<file path="src/hdl/float32_divider_assert.svh">
// Assertion macros shared by the divider files
`ifndef FLOAT32_DIVIDER_ASSERT_SVH
`define FLOAT32_DIVIDER_ASSERT_SVH

// Implication checked on every edge outside reset
`define FD_ASSERT_IMP(label, clk, rst_n, ante, cons) \
    label: assert property (@(posedge clk) disable iff (!rst_n) (ante) |-> (cons)) \
        else $error("assertion failed");

// Next-cycle implication checked outside reset
`define FD_ASSERT_NXT(label, clk, rst_n, ante, cons) \
    label: assert property (@(posedge clk) disable iff (!rst_n) (ante) |=> (cons)) \
        else $error("assertion failed");

`endif

</file>
<file path="src/hdl/fdiv_pkg.sv">
// ----------------------------------------------------------------------------
// fdiv_pkg
// Constants and types shared by the binary32 divider.
// ----------------------------------------------------------------------------
package fdiv_pkg;
    localparam logic [31:0] QNAN_DEFAULT = 32'h7FC00000;
    localparam logic [30:0] INF_MAG      = 31'h7F800000;
    localparam int          QUO_BITS     = 26;

    // Handshake between sequencer and divide unit
    typedef struct packed {
        logic start;
        logic busy;
        logic done;
    } fdiv_ctl_t;
endpackage

</file>
<file path="src/hdl/fdiv_sigdiv.sv">
// ----------------------------------------------------------------------------
// fdiv_sigdiv
// Radix-2 restoring significand divider: one quotient bit per cycle.
// ----------------------------------------------------------------------------
module fdiv_sigdiv
    import fdiv_pkg::*;
(
    input  logic                clk,
    input  logic                rst_n,
    input  logic                start,
    input  logic [24:0]         num,
    input  logic [23:0]         den,
    output fdiv_ctl_t           ctl,
    output logic [QUO_BITS-1:0] quo,
    output logic                sticky
);
    `include "float32_divider_assert.svh"

    logic [25:0]         rem_reg, rem_next;
    logic [23:0]         den_reg;
    logic [QUO_BITS-1:0] quo_reg, quo_next;
    logic [4:0]          cnt_reg, cnt_next;
    logic                busy_reg, busy_next, done_reg, done_next;
    logic [25:0]         diff;

    // Trial subtract of the shifted remainder
    always_comb
    begin
        diff      = rem_reg - {2'b0, den_reg};
        rem_next  = rem_reg;
        quo_next  = quo_reg;
        cnt_next  = cnt_reg;
        busy_next = busy_reg;
        done_next = 1'b0;
        if (start)
        begin
            rem_next  = {1'b0, num};
            quo_next  = '0;
            cnt_next  = 5'(QUO_BITS - 1);
            busy_next = 1'b1;
        end
        else if (busy_reg)
        begin
            if (!diff[25])
            begin
                rem_next = {diff[24:0], 1'b0};
                quo_next = {quo_reg[QUO_BITS-2:0], 1'b1};
            end
            else
            begin
                rem_next = {rem_reg[24:0], 1'b0};
                quo_next = {quo_reg[QUO_BITS-2:0], 1'b0};
            end
            if (cnt_reg == 5'd0)
            begin
                busy_next = 1'b0;
                done_next = 1'b1;
            end
            else
            begin
                cnt_next = cnt_reg - 5'd1;
            end
        end
    end

    always_ff @(posedge clk or negedge rst_n)
    begin
        if (!rst_n)
        begin
            busy_reg <= 1'b0;
            done_reg <= 1'b0;
            cnt_reg  <= '0;
        end
        else
        begin
            busy_reg <= busy_next;
            done_reg <= done_next;
            cnt_reg  <= cnt_next;
        end
    end

    always_ff @(posedge clk)
    begin
        rem_reg <= rem_next;
        quo_reg <= quo_next;
        if (start)
        begin
            den_reg <= den;
        end
    end

    assign ctl.start = start;
    assign ctl.busy  = busy_reg;
    assign ctl.done  = done_reg;
    assign quo       = quo_reg;
    assign sticky    = (rem_reg != '0);

    `FD_ASSERT_NXT(a_done_ends_busy, clk, rst_n, busy_reg && cnt_reg == 5'd0 && !start, done_reg && !busy_reg)
    `FD_ASSERT_IMP(a_not_both, clk, rst_n, 1'b1, !(busy_reg && done_reg))
    `FD_ASSERT_IMP(a_no_restart, clk, rst_n, busy_reg, !start)
endmodule

</file>
<file path="src/hdl/float32_divider.sv">
// ----------------------------------------------------------------------------
// float32_divider
// IEEE 754 binary32 division, round to nearest even.
// ----------------------------------------------------------------------------
// Usage:
//   Input channel: dividend, divisor with in_valid/in_ready. Output channel:
//   quotient with out_valid/out_ready. One beat in gives one beat out.
//   For normal operands the item passes a normalization check, the start of
//   the radix-2 divide unit, 26 quotient steps, the done flag and a rounding
//   step into the output register before out_valid rises. Subnormal operands
//   stay in normalization longer, shifting left one place at a time (both
//   operands shift in parallel, 23 places at most). Special operands (NaN,
//   infinity, zero) give out_valid in the cycle after acceptance. The block
//   takes one item at a time; in_ready is high only when no item is in work
//   and the output register is empty or being drained. A stalled receiver
//   holds quotient steady and blocks new input.
//   Reset clears the sequencer and out_valid; no item is in flight after.
// ----------------------------------------------------------------------------
module float32_divider
    import fdiv_pkg::*;
(
    input  logic        clk,
    input  logic        rst_n,
    input  logic        in_valid,
    output logic        in_ready,
    input  logic [31:0] dividend,
    input  logic [31:0] divisor,
    output logic        out_valid,
    input  logic        out_ready,
    output logic [31:0] quotient
);
    `include "float32_divider_assert.svh"

    localparam logic [2:0] ST_IDLE = 3'd0, ST_NORM = 3'd1, ST_DIV = 3'd2,
                           ST_WAIT = 3'd3, ST_ROUND = 3'd4;

    logic [2:0]  state_reg, state_next;
    logic [23:0] ma_reg, mb_reg;
    logic signed [9:0] ea_reg, eb_reg, e_reg;
    logic        sign_reg;
    logic        ov_reg;
    logic [31:0] q_reg, q_next;
    logic        ov_next;
    logic        div_start;
    fdiv_ctl_t   dctl;
    logic [QUO_BITS-1:0] dquo;
    logic        dsticky;

    logic [7:0]  ae, be;
    logic [22:0] af, bf;
    logic        a_nan, b_nan, a_inf, b_inf, a_zero, b_zero, sgn;
    logic        accept;

    assign ae = dividend[30:23];
    assign af = dividend[22:0];
    assign be = divisor[30:23];
    assign bf = divisor[22:0];
    assign a_nan  = (ae == 8'hFF) && (af != '0);
    assign b_nan  = (be == 8'hFF) && (bf != '0);
    assign a_inf  = (ae == 8'hFF) && (af == '0);
    assign b_inf  = (be == 8'hFF) && (bf == '0);
    assign a_zero = (ae == 8'h00) && (af == '0);
    assign b_zero = (be == 8'h00) && (bf == '0);
    assign sgn    = dividend[31] ^ divisor[31];

    assign in_ready = (state_reg == ST_IDLE) && (!out_valid || out_ready);
    assign accept   = in_valid && in_ready;

    // Rounding datapath on the finished quotient; shift is clamped at 30 places
    logic [4:0]  sh;
    logic [31:0] qx, kept, remv, half;
    logic        up;
    logic [24:0] kr;
    logic [31:0] rres;
    always_comb
    begin
        if (e_reg >= 10'sd1)
            sh = 5'd2;
        else if (e_reg < -10'sd26)
            sh = 5'd30;
        else
            sh = 5'(10'sd3 - e_reg);
        qx   = {{(32-QUO_BITS){1'b0}}, dquo};
        kept = qx >> sh;
        remv = qx & ((32'd1 << sh) - 32'd1);
        half = 32'd1 << (sh - 5'd1);
        if (remv > half)
            up = 1'b1;
        else if (remv == half)
            up = dsticky || kept[0];
        else
            up = 1'b0;
        kr = kept[24:0] + {24'd0, up};
        if (e_reg >= 10'sd1)
        begin
            if (kr[24])
            begin
                if (e_reg + 10'sd1 >= 10'sd255)
                    rres = {sign_reg, INF_MAG};
                else
                    rres = {sign_reg, 8'(e_reg + 10'sd1), 23'd0};
            end
            else if (e_reg >= 10'sd255)
                rres = {sign_reg, INF_MAG};
            else
                rres = {sign_reg, e_reg[7:0], kr[22:0]};
        end
        else
        begin
            rres = {sign_reg, 7'd0, kr[23:0]};
        end
    end

    // Sequencer: capture (special operands answered directly), normalize, divide, round
    always_comb
    begin
        state_next = state_reg;
        ov_next    = ov_reg;
        q_next     = q_reg;
        div_start  = 1'b0;
        if (out_valid && out_ready)
            ov_next = 1'b0;
        case (state_reg)
            ST_IDLE:
            begin
                if (accept)
                begin
                    if (a_nan)
                    begin
                        q_next = dividend; ov_next = 1'b1;
                    end
                    else if (b_nan)
                    begin
                        q_next = divisor; ov_next = 1'b1;
                    end
                    else if (a_inf)
                    begin
                        q_next = b_inf ? QNAN_DEFAULT : {sgn, INF_MAG}; ov_next = 1'b1;
                    end
                    else if (b_inf)
                    begin
                        q_next = {sgn, 31'd0}; ov_next = 1'b1;
                    end
                    else if (b_zero)
                    begin
                        q_next = a_zero ? QNAN_DEFAULT : {sgn, INF_MAG}; ov_next = 1'b1;
                    end
                    else if (a_zero)
                    begin
                        q_next = {sgn, 31'd0}; ov_next = 1'b1;
                    end
                    else
                        state_next = ST_NORM;
                end
            end
            ST_NORM:
            begin
                if (ma_reg[23] && mb_reg[23])
                    state_next = ST_DIV;
            end
            ST_DIV:
            begin
                div_start  = 1'b1;
                state_next = ST_WAIT;
            end
            ST_WAIT:
            begin
                if (dctl.done)
                    state_next = ST_ROUND;
            end
            ST_ROUND:
            begin
                q_next     = rres;
                ov_next    = 1'b1;
                state_next = ST_IDLE;
            end
            default:
                state_next = ST_IDLE;
        endcase
    end

    always_ff @(posedge clk or negedge rst_n)
    begin
        if (!rst_n)
        begin
            state_reg <= ST_IDLE;
            ov_reg    <= 1'b0;
        end
        else
        begin
            state_reg <= state_next;
            ov_reg    <= ov_next;
        end
    end

    // Operand registers: load, then shift one bit a cycle until normalized; also result exponent and output
    always_ff @(posedge clk)
    begin
        q_reg <= q_next;
        if (accept)
        begin
            sign_reg <= sgn;
            ma_reg   <= {ae != 8'd0, af};
            mb_reg   <= {be != 8'd0, bf};
            ea_reg   <= (ae != 8'd0) ? 10'(ae) : 10'sd1;
            eb_reg   <= (be != 8'd0) ? 10'(be) : 10'sd1;
        end
        else if (state_reg == ST_NORM)
        begin
            if (!ma_reg[23])
            begin
                ma_reg <= {ma_reg[22:0], 1'b0};
                ea_reg <= ea_reg - 10'sd1;
            end
            if (!mb_reg[23])
            begin
                mb_reg <= {mb_reg[22:0], 1'b0};
                eb_reg <= eb_reg - 10'sd1;
            end
        end
        if (state_reg == ST_DIV)
            e_reg <= ea_reg - eb_reg + 10'sd127 - ((ma_reg < mb_reg) ? 10'sd1 : 10'sd0);
    end

    fdiv_sigdiv u_sigdiv (
        .clk    (clk),
        .rst_n  (rst_n),
        .start  (div_start),
        .num    ((ma_reg < mb_reg) ? {ma_reg, 1'b0} : {1'b0, ma_reg}),
        .den    (mb_reg),
        .ctl    (dctl),
        .quo    (dquo),
        .sticky (dsticky)
    );

    assign out_valid = ov_reg;
    assign quotient  = q_reg;

    `FD_ASSERT_NXT(a_hold_out, clk, rst_n, out_valid && !out_ready, out_valid && $stable(quotient))
    `FD_ASSERT_IMP(a_round_after_done, clk, rst_n, state_reg == ST_ROUND, $past(dctl.done))
    `FD_ASSERT_IMP(a_ready_idle, clk, rst_n, in_ready, state_reg == ST_IDLE && !dctl.busy)
endmodule

</file>
<file path="config.mk">
export PLATFORM = sky130hd
export DESIGN_NAME = float32_divider
export DESIGN_NICKNAME = d
export VERILOG_FILES = /design/src/hdl/fdiv_pkg.sv /design/src/hdl/fdiv_sigdiv.sv /design/src/hdl/float32_divider.sv
export VERILOG_INCLUDE_DIRS = /design/src /design/src/hdl
export SDC_FILE = /design/constraint.sdc
export NUM_CORES = 1
export LEC_CHECK = 0
export ABC_CLOCK_PERIOD_IN_PS = 8900
export BUFFER_PORTS_ARGS = -buffer_cell sky130_fd_sc_hd__buf_2
export CAP_MARGIN = 20
export CORE_MARGIN = 2
export CORE_UTILIZATION = 50
export DETAILED_ROUTE_END_ITERATION = 8
export PLACE_DENSITY = 0.68
export SYNTH_ARGS = -nofsm -noshare
export SYNTH_HDL_FRONTEND = slang
export SYNTH_HIERARCHICAL = 1
export SYNTH_SLANG_ARGS = --single-unit
</file>
<file path="constraint.sdc">
create_clock -name clk -period 8.9 [get_ports clk]
set_clock_uncertainty 0.1 [all_clocks]
set_input_delay 0.445 -clock clk [delete_from_list [all_inputs] [get_ports clk]]
set_output_delay 0.445 -clock clk [all_outputs]
set_load 0.1 [all_outputs]
</file>
==> results.json, run 1 <==
{
  "clk_pin_slew_ps": 80,
  "cpPeakStageDelay_ps": 710,
  "wire_per_inst_um": 25.5,
  "fp.dieW_um": 184,
  "pwr-share-seq_pct": 30.4,
  "hpwl_um": 45100,
  "post_dp_cell_area_um2": 17200,
  "largest_reg_flops": 32,
  "design_area_um2": 17800,
  "viasPerCell": 6.66,
  "hold_viol_final": 0,
  "layout.nets": 2086,
  "fin_crit_sh_pct": 91.3,
  "power_frac_comb_pct": 55.5,
  "boundaryPins": 102,
  "status": "completed",
  "drv_slew": 0,
  "syn-num-nets": 2008,
  "post_cts_buffers": 0,
  "fp.dieH_um": 184,
  "cts_tree": "done",
  "htree_levels": 4,
  "fin_hold_ws_ps": 189,
  "end_kind": "flip-flop",
  "grt-ovfl-total": 0,
  "cts_buffers": 17,
  "switching_power_mw": 2.61,
  "syn_area_per_cell_um2": 8.85,
  "max_slew_margin_pct": 19.0,
  "vdd_ir_drop_max_v": 0.000280,
  "drt-initial-drc-count": 1696,
  "cts-root-buf": "clkbuf_16",
  "clkPwrFrac_pct": 14.1,
  "final_util_pct": 56.2,
  "maxCapViolCount": 0,
  "drive_above_1_share_pct": 13.5,
  "holdCritPathClass": "in -> reg",
  "internal-power_mw": 2.96,
  "finalSetupViolCount": 0,
  "clockBufferDepth": 2,
  "grt_pass1_wl_um": 89300,
  "crit_fanout": 22,
  "die-area_um2": 33800,
  "wirelength_um": 59200,
  "worst_pin_slew_ps": 1200,
  "cellLeakagePower_nw": 7.03,
  "num_vias": 15400,
  "critPathLaunchType": "flip-flop",
  "gp_congestion": 0.999,
  "synthCells": 1826,
  "antenna_found_initial": 2,
  "grt_use_total_pct": 35.2,
  "slowest_stage": "nor4b_1",
  "yosysWarnings": 6,
  "period_needed_ps": 8130,
  "final_common_cell": "nand2_1",
  "finalSetupTns_ps": 0,
  "rows": 65,
  "grt_pass1_vias": 14700,
  "mostFrequentLayoutCells": "nand2_1, edfxtp_1, nor2_1",
  "clock-sinks": 198,
  "clock_latency_ps": 470,
  "first_pass_iters": 7,
  "max_freq_ghz": 0.123,
  "arrival_ps": 8220,
  "port_buffers": 101,
  "required_ps": 8990,
  "syn_area_um2": 16200,
  "min_path_cells": 3,
  "rr_worst_depth": 31,
  "rsz0062_at_grt": "false",
  "p_per_area_nw_per_um2": 312,
  "syn_to_final_growth_pct": 10.2,
  "antenna_left": 0,
  "drc": 0,
  "core_area_um2": 31700,
  "grt_max_degree": 94,
  "cpMostUsedCell": "ha_1",
  "diodes": 0,
  "initial_core_util_pct": 51.0,
  "switching_share_pct": 46.9,
  "critPathKind": "reg -> reg"
}
per-stage QoR:
step / cells / power, mW / worst slack, ps
CTS: 2319 / 5.51 / 655
detailed placement: 2286 / 4.71 / 725
global placement: 2285 / 4.67 / 836
global route: 2319 / 5.92 / 185
finish: 2319 / 5.57 / 775
floorplan: 1826 / 3.80 / 1320
worst paths after layout:
| kind | to | slack [ps] | startpoint |
|---|---|---|---|
| worst max-delay path | quotient[22] | 770 | e_reg[3] |
| max in group asynchronous | u_sigdiv/cnt_reg[0] | 8220 | rst_n |
| worst min register to register | u_sigdiv/den_reg[11] | 350 | mb_reg[11] |
| worst max register to register | quotient[22] | 770 | e_reg[3] |
| min in group asynchronous | u_sigdiv/cnt_reg[4] | 280 | rst_n |
| worst min-delay path | ma_reg[21] | 190 | dividend[21] |
metal layers:
metal | track usage (%) | part of all wire, % | vias to the layer above | wire length, µm
met5 | 0 | 0.020 | - | 12
met4 | 13.1 | 3.6 | 2 | 2120
met3 | 8.22 | 9.9 | 154 | 5840
met2 | 53.2 | 44 | 858 | 25800
met1 | 49.0 | 43 | 7438 | 25400
li1 | - | - | 6987 | -
worst max-delay path, delay by kind of cell, from the launching register on:
family                     cells  cell delay [ps]
buffers and inverters          2              300
AOI/OAI and AO/OA             13             2920
xor gates and xnor gates       1              230
and+or+nand+nor               10             2480
adders and majority gates      5             1350
DFF                            1              470
layout make-up:
type                            instances  area, µm²
Timing Repair Buffer                  159        956
Inverter                              113        424
Clock inverter                         14        154
Sequential cell                       198       5620
Multi-Input combinational cell       1415       9740
Fill cell                            2887      13900
Clock buffer                           18        429
Tap cell                              402        503
power by group through the flow:
stage	registers [mW]	clock network, mW	logic (mW)
2_1_floorplan	1.55	0	2.25
3_3_place_gp	1.69	0	2.98
3_5_place_dp	1.69	0	3.02
4_1_cts	1.67	0.801	3.04
5_1_grt	1.71	0.832	3.38
6_report	1.69	0.787	3.09
timing repair:
| item | in CTS | in global routing |
|---|---|---|
| resized for setup | 0 | 1 |
| hold buffers | 1 | 0 |
| endpoints found under the hold margin | 11 | 0 |
| endpoints found under the setup margin | 0 | 22 |
(Power assumes the default switching activity.)
==> inputs of run 2 (changes only) <==
--- a/config.mk
+++ b/config.mk
@@ -9,10 +9,11 @@
 export ABC_CLOCK_PERIOD_IN_PS = 8900
 export BUFFER_PORTS_ARGS = -buffer_cell sky130_fd_sc_hd__buf_2
 export CAP_MARGIN = 20
+export CORE_ASPECT_RATIO = 1.75
 export CORE_MARGIN = 2
 export CORE_UTILIZATION = 50
 export DETAILED_ROUTE_END_ITERATION = 8
-export PLACE_DENSITY = 0.68
+export PLACE_DENSITY = 0.8
 export SYNTH_ARGS = -nofsm -noshare
 export SYNTH_HDL_FRONTEND = slang
 export SYNTH_HIERARCHICAL = 1
==> run 2 against run 1 <==
Via count up 2.1%. Clock power about the same. Count of clock-buffer cells in the layout down 1. Non-clock buffer count down 3. Worst hold slack worse by 12 ps. Sequential power about the same. Power up 1.8%. Final area about the same. Setup slack worse by 140 ps. Critical path type unchanged. Highest routed layer is now met4.
==> results.json, run 2 (synthesis results as in run 1) <==
{
  "status": "completed",
  "fp.dieH_um": 242,
  "fillers": 2883,
  "fp.dieW_um": 140,
  "drt-initial-drc-count": 1647,
  "grt_max_degree": 91,
  "clock-sinks": 198,
  "period_needed_ps": 8260,
  "fin_crit_sh_pct": 92.8,
  "diodes": 0,
  "cpMostUsedCell": "ha_1",
  "path_delay_family": "simple AND/OR/NAND/NOR gates",
  "rsz0062_at_grt": "false",
  "max_slew_margin_pct": 32.4,
  "finalSetupTns_ps": 0,
  "grt_pass1_wl_um": 95200,
  "clock_latency_ps": 470,
  "rows": 87,
  "layout.nets": 2083,
  "drv_slew": 0,
  "drc": 0,
  "critPathLaunchType": "flip-flop",
  "hpwl_um": 49100,
  "antenna_left": 0,
  "initial_core_util_pct": 50.5,
  "critPathKind": "reg -> reg",
  "p_per_area_nw_per_um2": 318,
  "hold_viol_final": 0,
  "holdCritPathClass": "in -> reg",
  "vdd_ir_drop_max_v": 0.000474,
  "grt-ovfl-total": 0,
  "end_kind": "flip-flop",
  "required_ps": 8990,
  "boundaryPins": 102,
  "finalSetupViolCount": 0,
  "core_area_um2": 32000,
  "cts_buffers": 17,
  "drive_above_1_share_pct": 13.3,
  "finalPower_mw": 5.67,
  "port_buffers": 101,
  "wire_per_inst_um": 27.7,
  "num_vias": 15800,
  "crit_fanout": 22,
  "wirelength_um": 64100,
  "clk_pin_slew_ps": 80,
  "largest_reg_flops": 32,
  "die-area_um2": 33800,
  "grt_use_total_pct": 37.1,
  "slowest_stage": "nor4b_1",
  "first_pass_iters": 8,
  "viasPerCell": 6.81,
  "critPathBufInv": 1,
  "worst_pin_slew_ps": 1000,
  "mostFrequentLayoutCells": "nand2_1, edfxtp_1, nor2_1",
  "cts-root-buf": "clkbuf_16",
  "clockBufferDepth": 2,
  "arrival_ps": 8360,
  "max_freq_ghz": 0.121,
  "final_common_cell": "nand2_1",
  "cellLeakagePower_nw": 7.02,
  "syn_to_final_growth_pct": 10.3,
  "antenna_found_initial": 0,
  "cpPeakStageDelay_ps": 730,
  "fin_hold_ws_ps": 177,
  "gp_congestion": 1.14,
  "cts_resized": 0,
  "maxCapViolCount": 0,
  "grt_pass1_vias": 15600,
  "cts_tree": "done",
  "htree_levels": 4
}
run 2: layout make-up:
| class | count | area (µm²) | area share (%) |
|---|---|---|---|
| clock buffer | 17 | 425 | 2.38 |
| sequential | 198 | 5620 | 31.5 |
| inverter | 113 | 424 | 2.38 |
| timing repair buffer | 156 | 966 | 5.41 |
| clock inverter | 15 | 146 | 0.821 |
| tap | 400 | 500 | 2.81 |
| multi-input combinational | 1415 | 9760 | 54.7 |
run 2: what timing repair did:
item	4_1_cts	5_1_grt
hold buffers	1	0
hold endpoints to repair	11	0
setup buffers	0	0
run 2: power breakdown:
group / internal, mW / switching (mW)
combinational: 1.22 / 1.96
clock: 0.393 / 0.395
sequential: 1.37 / 0.336
total: 2.98 / 2.69
run 2: worst min-delay path, delay by kind of cell:
family,cells,cell delay (ps)
AO/OA/AOI/OAI,1,60
buffers and inverters,1,100
AND/OR/NAND/NOR,1,40
run 2: stage by stage:
step / area [µm²] / utilization [%] / instances / worst slack (ps)
2_1_floorplan: 16200 / - / 1826 / 1320
3_3_place_gp: 17200 / 53.7 / 2278 / 1050
3_5_place_dp: 17200 / 53.8 / 2279 / 903
4_1_cts: 17800 / 55.6 / 2312 / 880
5_1_grt: 17800 / 55.7 / 2314 / 38.8
6_report: 17800 / 55.7 / 2314 / 637
run 2: final timing paths:
check,startpoint,cells after the start,endpoint,slack (ps)
worst max-delay path,e_reg[3],30,quotient[16],640
worst min-delay path,divisor[26],3,eb_reg[3],180
worst max register to register,e_reg[3],30,quotient[16],640
worst min register to register,mb_reg[16],0,u_sigdiv/den_reg[16],350
max in group asynchronous,rst_n,2,state_reg[0],8220
min in group asynchronous,rst_n,2,u_sigdiv/cnt_reg[4],280
run 2: routing by layer:
layer / vias up / track usage [%] / wire [µm]
li1: 6998 / - / -
met1: 7454 / 36.4 / 19800
met2: 941 / 64.4 / 31700
met3: 375 / 7.27 / 4940
met4: 0 / 34.7 / 7610
met5: - / 0 / 0
